[config.mk]
export PLATFORM = sky130hd
export DESIGN_NAME = ttacc_ctrl
export DESIGN_NICKNAME = d
export VERILOG_FILES = /design/src/sv/ttacc_pkg.sv /design/src/sv/ttacc_ctrl.sv
export SDC_FILE = /design/constraint.sdc
export NUM_CORES = 1
export LEC_CHECK = 0
export BUFFER_PORTS_ARGS = -buffer_cell sky130_fd_sc_hd__clkbuf_2
export CAP_MARGIN = 20
export CORE_UTILIZATION = 40
export DETAILED_ROUTE_END_ITERATION = 7
export SLEW_MARGIN = 30
export SYNTH_ARGS = -nofsm -noshare
export SYNTH_HDL_FRONTEND = slang
export SYNTH_SLANG_ARGS = --single-unit
[constraint.sdc]
create_clock -name i_clk -period 3.73 [get_ports i_clk]
set_clock_uncertainty 0.1 [all_clocks]
set_input_delay 0 -clock i_clk [delete_from_list [all_inputs] [get_ports i_clk]]
set_output_delay 0 -clock i_clk [all_outputs]
set_load 0.01 [all_outputs]
[src/sv/ttacc_pkg.sv]
`timescale 1ns / 1ps
// Shared types and constants for the triangle tangent accumulator.
// No dependencies; every other file refers to this package by scoped names.
package ttacc_pkg;

    localparam int VERTEX_DEPTH = 1024;
    localparam int IDX_W        = $clog2(VERTEX_DEPTH);
    localparam int DIV_STEPS    = 80;   // 64-bit magnitude plus 16 fraction bits
    localparam int CNT_W        = $clog2(DIV_STEPS);

    // sequencer count limits
    localparam logic [CNT_W-1:0] VRD_LAST = CNT_W'(3);   // three reads, one capture behind
    localparam logic [CNT_W-1:0] MUL_LAST = CNT_W'(8);   // eight products, one fold behind
    localparam logic [CNT_W-1:0] DIV_LAST = CNT_W'(DIV_STEPS - 1);

    typedef enum logic [1:0] {
        OP_WRITE = 2'd0,
        OP_TRI   = 2'd1,
        OP_READ  = 2'd2,
        OP_NOP   = 2'd3
    } t_op;

    localparam logic [1:0] ROLE_NONE = 2'd3;

    typedef struct packed {
        t_op                cmd;
        logic [9:0]         vertex_index;
        logic signed [31:0] pos_x;
        logic signed [31:0] pos_y;
        logic signed [31:0] pos_z;
        logic signed [31:0] tex_u;
        logic signed [31:0] tex_v;
        logic [9:0]         corner_a;
        logic [9:0]         corner_b;
        logic [9:0]         corner_c;
    } t_in_item;

    typedef struct packed {
        logic signed [31:0] tangent_x;
        logic signed [31:0] tangent_y;
        logic signed [31:0] tangent_z;
        logic [1:0]         corner_role;
        logic               degenerate;
        logic               saturated;
    } t_out_item;

    // controller -> datapath
    typedef struct packed {
        logic       latch;
        logic       vwrite;
        logic       vrd_en;
        logic [1:0] vrd_sel;
        logic       vcap_en;
        logic [1:0] vcap_sel;
        logic       delta_ld;
        logic       mul_go;
        logic [2:0] mul_sel;
        logic       div_init;
        logic       div_step;
        logic       div_fin;
        logic       acc_rd_en;
        logic       acc_use_idx;
        logic       acc_wr_en;
        logic       role_wr_en;
        logic [1:0] corner_sel;
        logic       out_ld;
    } t_ctl;

    // datapath -> controller
    typedef struct packed {
        logic det_zero;
        logic out_free;
    } t_sts;

    typedef enum logic [12:0] {
        S_IDLE  = 13'b0000000000001,
        S_WRITE = 13'b0000000000010,
        S_VRD   = 13'b0000000000100,
        S_DELTA = 13'b0000000001000,
        S_MUL   = 13'b0000000010000,
        S_DINIT = 13'b0000000100000,
        S_DIV   = 13'b0000001000000,
        S_DFIN  = 13'b0000010000000,
        S_ARD   = 13'b0000100000000,
        S_AWR   = 13'b0001000000000,
        S_READ  = 13'b0010000000000,
        S_FIN   = 13'b0100000000000,
        S_SPARE = 13'b1000000000000
    } t_state;

endpackage

[src/sv/ttacc_ctrl.sv]
`timescale 1ns / 1ps
// Sequencer for the tangent accumulator: one item at a time.
// Depends on ttacc_pkg; drives ttacc_dp through t_ctl, watches t_sts.
module ttacc_ctrl (
    input  logic              i_clk,
    input  logic              i_rst_n,
    input  logic              i_in_valid,
    input  ttacc_pkg::t_op    i_in_op,
    input  ttacc_pkg::t_sts   i_sts,
    output logic              o_in_ready,
    output ttacc_pkg::t_ctl   o_ctl
);

    ttacc_pkg::t_state               r_state, n_state;
    logic [ttacc_pkg::CNT_W-1:0]     r_cnt, n_cnt;
    logic [1:0]                      r_corner, n_corner;

    always_ff @(posedge i_clk) begin
        if (!i_rst_n) begin
            r_state  <= ttacc_pkg::S_IDLE;
            r_cnt    <= '0;
            r_corner <= '0;
        end else begin
            r_state  <= n_state;
            r_cnt    <= n_cnt;
            r_corner <= n_corner;
        end
    end

    assign o_in_ready = (r_state == ttacc_pkg::S_IDLE);

    always_comb begin
        n_state  = r_state;
        n_cnt    = r_cnt;
        n_corner = r_corner;
        o_ctl    = '0;
        o_ctl.corner_sel = r_corner;
        case (r_state)
            ttacc_pkg::S_IDLE: begin
                if (i_in_valid) begin
                    o_ctl.latch = 1'b1;
                    n_cnt       = '0;
                    n_corner    = '0;
                    case (i_in_op)
                        ttacc_pkg::OP_WRITE: n_state = ttacc_pkg::S_WRITE;
                        ttacc_pkg::OP_TRI:   n_state = ttacc_pkg::S_VRD;
                        ttacc_pkg::OP_READ:  n_state = ttacc_pkg::S_READ;
                        default:             n_state = ttacc_pkg::S_FIN;
                    endcase
                end
            end
            ttacc_pkg::S_WRITE: begin
                o_ctl.vwrite = 1'b1;
                n_state      = ttacc_pkg::S_FIN;
            end
            ttacc_pkg::S_VRD: begin
                // read a, b, c back to back; each is captured in the cycle after its read
                o_ctl.vrd_en   = (r_cnt < ttacc_pkg::VRD_LAST);
                o_ctl.vrd_sel  = r_cnt[1:0];
                o_ctl.vcap_en  = (r_cnt != '0);
                o_ctl.vcap_sel = r_cnt[1:0] - 2'd1;
                n_cnt          = r_cnt + 1'b1;
                if (r_cnt == ttacc_pkg::VRD_LAST) begin
                    n_state = ttacc_pkg::S_DELTA;
                end
            end
            ttacc_pkg::S_DELTA: begin
                o_ctl.delta_ld = 1'b1;
                n_cnt          = '0;
                n_state        = ttacc_pkg::S_MUL;
            end
            ttacc_pkg::S_MUL: begin
                // eight products, the last one folds in during the cycle after it
                o_ctl.mul_go  = (r_cnt < ttacc_pkg::MUL_LAST);
                o_ctl.mul_sel = r_cnt[2:0];
                n_cnt         = r_cnt + 1'b1;
                if (r_cnt == ttacc_pkg::MUL_LAST) begin
                    n_state = ttacc_pkg::S_DINIT;
                end
            end
            ttacc_pkg::S_DINIT: begin
                o_ctl.div_init = 1'b1;
                n_cnt          = '0;
                n_corner       = '0;
                n_state        = i_sts.det_zero ? ttacc_pkg::S_ARD : ttacc_pkg::S_DIV;
            end
            ttacc_pkg::S_DIV: begin
                o_ctl.div_step = 1'b1;
                n_cnt          = r_cnt + 1'b1;
                if (r_cnt == ttacc_pkg::DIV_LAST) begin
                    n_state = ttacc_pkg::S_DFIN;
                end
            end
            ttacc_pkg::S_DFIN: begin
                o_ctl.div_fin = 1'b1;
                n_state       = ttacc_pkg::S_ARD;
            end
            ttacc_pkg::S_ARD: begin
                o_ctl.acc_rd_en = 1'b1;
                n_state         = ttacc_pkg::S_AWR;
            end
            ttacc_pkg::S_AWR: begin
                o_ctl.role_wr_en = 1'b1;
                o_ctl.acc_wr_en  = !i_sts.det_zero;
                if (r_corner == 2'd2) begin
                    n_state = ttacc_pkg::S_FIN;
                end else begin
                    n_corner = r_corner + 2'd1;
                    n_state  = ttacc_pkg::S_ARD;
                end
            end
            ttacc_pkg::S_READ: begin
                o_ctl.acc_rd_en   = 1'b1;
                o_ctl.acc_use_idx = 1'b1;
                n_state           = ttacc_pkg::S_FIN;
            end
            ttacc_pkg::S_FIN: begin
                if (i_sts.out_free) begin
                    o_ctl.out_ld = 1'b1;
                    n_state      = ttacc_pkg::S_IDLE;
                end
            end
            default: begin
                n_state = ttacc_pkg::S_IDLE;
            end
        endcase
    end

endmodule

==> flow_summary.yaml <==
outcome:
  outcome: "finished, final reports clean"
worst_setup_path:
  path_cells: "or4_4 -> or4_4 -> o21a_1 -> or3b_1 -> nor4_1 -> dlygate4sd3_1"
  reg2reg_depth: 6
  worstPathMaxFanout: 12
  cp-start-kind: "flip-flop"
  critPathKind: "flip-flop to flip-flop"
  cp_data_arrival_time_ns: 3.06
  crit_path_top_delay_cell: "or4_4"
  critPathMaxStageDelay_ns: 0.63
  path_common_cell: "or4_4"
  required_ns: 3.79
  end_kind: "flip-flop"
clock_tree:
  clockBufferDepth: 2
  cts_root_buf: "clkbuf_8"
  clock-sinks: 21
  h-tree-depth: 1
  cts_buffers: 3
  path_clk_slew_ns: 0.08
  hold_buffers: 3
  clock_latency_ns: 0.26
  cts_resized: 0
  post-cts-setup-buffers: 0
  cts_tree: "built"
layout:
  syn_to_final_growth_pct: 13.1
  final_layout_size_suffix_gt1_frac: 0.182
  nNetsFinal: 236
  fin_util: 0.479
  fillers: 382
  diodes: 0
detailed_routing:
  remaining_drc_errors: 0
  routed_via_density: 6.00
  drt-initial-drc-count: 179
  routed_wl_um: 4160
  num_vias: 1638
  ant_nets: 0
  first_pass_iters: 4
  routedWlPerCell_um: 15.3
sta:
  fin_ws_ns: 0.729
  setup_viol: 0
  rsz0062_at_grt: "no"
  period_needed_ns: 3.00
  fin_crit_sh: 0.805
  finalMaxSlewViolations: 0
  relSlewSlack: 0.515
  worstMarginPinSlew_ns: 0.725
  finalSetupTns_ns: 0
  hold_viol: 0
  fmax_mhz: 333
  holdWs_ns: 0.00392
floorplan:
  std_cell_rows: 22
  core_sq_um: 3720
  initial_utilization: 0.424
  die_x_um: 64.7
  die_area_sq_um: 4190
  io_pins: 31
  die_h_um: 64.7
power_and_ir_drop:
  powerDensity_nw_per_um2: 297
  power.total_uw: 529
  p_leak_nw: 0.808
  ir_drop_mv: 0.238
logic_synthesis:
  synth_top_area_share: 0.267
  synth_area_leaders: "dfxtp_1 27%, nor2_1 6.2%, nor4_1 5.2%, clkbuf_1 3.6%, nor3_1 3.5%"
  synth_area_sq_um: 1570
  synth_seq_cells: 21
  synth_cells: 205
  synthArstFlopShare: 0
  yosysUniqueCellTypes: 50
  yosys_warnings: 0
  synth_edf_count: 0
  ys.flop_type: "dfxtp_1"
  yosys-top-cells-count: "26 x nor2_1, 21 x dfxtp_1, 15 x clkbuf_1"
  synth-seq-area-share: 0.267
  synth.most_common_cell: "nor2_1"
  yosys.area.top_type: "dfxtp_1"
  syn_nets: 215
  avgSynthCellArea_sq_um: 7.68
grt:
  grt_max_degree: 18
  grt.overflow.total: 0
  grt_usage: 0.207
  antenna_found_initial: 0
  grt_pass1_wl_um: 6910
  grt_pass1_vias: 1410
place:
  gp_congestion: 0.890
  post-place-ws_ns: 1.28
  port_buffers: 30
  post-dp-hpwl_um: 3040
job:
  drv_cap: 0
hold_path:
  holdPathStages: 3
  worstHoldPathType: "primary input to flip-flop"
critical path, delay by kind of cell (launching register included):
family	cells	cell delay (ns)
AND/OR/NAND/NOR	4	1.61
buffers and inverters	1	0.55
flip-flops	1	0.43
AO/OA/AOI/OAI	1	0.20
placed cells by master, fill, tap and decap left out, types with 3 or more instances in the layout:
| cell | n |
|---|---|
| clkbuf_2 | 30 |
| nor2_1 | 26 |
| dfxtp_1 | 21 |
| nor4_1 | 13 |
| nor3_1 | 11 |
| inv_1 | 8 |
| and3_1 | 7 |
| nand2_1 | 7 |
| o31ai_1 | 6 |
| a31oi_1 | 5 |
| a21o_1 | 5 |
| o21a_1 | 5 |
| nand2b_1 | 4 |
| nand4_1 | 4 |
| or3_1 | 4 |
| o21ai_0 | 4 |
| o211ai_1 | 4 |
| o311a_1 | 4 |
| nor3b_1 | 3 |
| nand3_1 | 3 |
| xor2_1 | 3 |
| ha_1 | 3 |
| clkbuf_8 | 3 |
| dlygate4sd3_1 | 3 |
worst paths after layout:
path,endpoint,slack [ns],startpoint
min,r_state[6],0.004,i_sts[1]
min reg2reg,r_corner[0],0.40,r_corner[0]
max reg2reg,r_state[1],0.73,r_state[4]
max,r_state[1],0.73,r_state[4]
through the flow:
step	cell area (sq um)	cells
2_1_floorplan	1570	205
3_3_place_gp	1710	266
3_5_place_dp	1710	266
4_1_cts	1780	273
5_1_grt	1780	273
6_report	1780	273
power breakdown:
| part | switching, mW | internal, mW |
|---|---|---|
| registers | 0.0109 | 0.229 |
| clock network | 0.0763 | 0.0762 |
| logic | 0.0867 | 0.0506 |
layer usage:
metal	GRT usage	share of wire	vias to the layer above
li1	-	-	812
met1	0.302	0.49	766
met2	0.311	0.45	56
met3	0.0317	0.054	4
met4	0.0528	0.011	0
met5	0	0	-
final cells by class:
type                            instances  area [sq um]  area share
Clock buffer                            4          45.0      0.0253
Tap cell                               48          60.1      0.0337
Sequential cell                        21           420       0.236
Timing Repair Buffer                   33           180       0.101
Inverter                                9          38.8      0.0218
Multi-Input combinational cell        158          1040       0.582
kinds of logic after synthesis:
group                    share of synthesized area
adder cells (fa/ha/maj)                     0.0238
buffers and inverters                       0.0747
flip-flops                                   0.267
AO/OA/AOI/OAI                                0.227
multiplexers                               0.00636
AND/OR/NAND/NOR                              0.373
XOR/XNOR                                    0.0278
registers in the layout, indices dropped and copies added (netlist names):
name      count
r_cnt         7
r_corner      2
r_state      12
No activity file was read; power rests on OpenSTA's default activity.
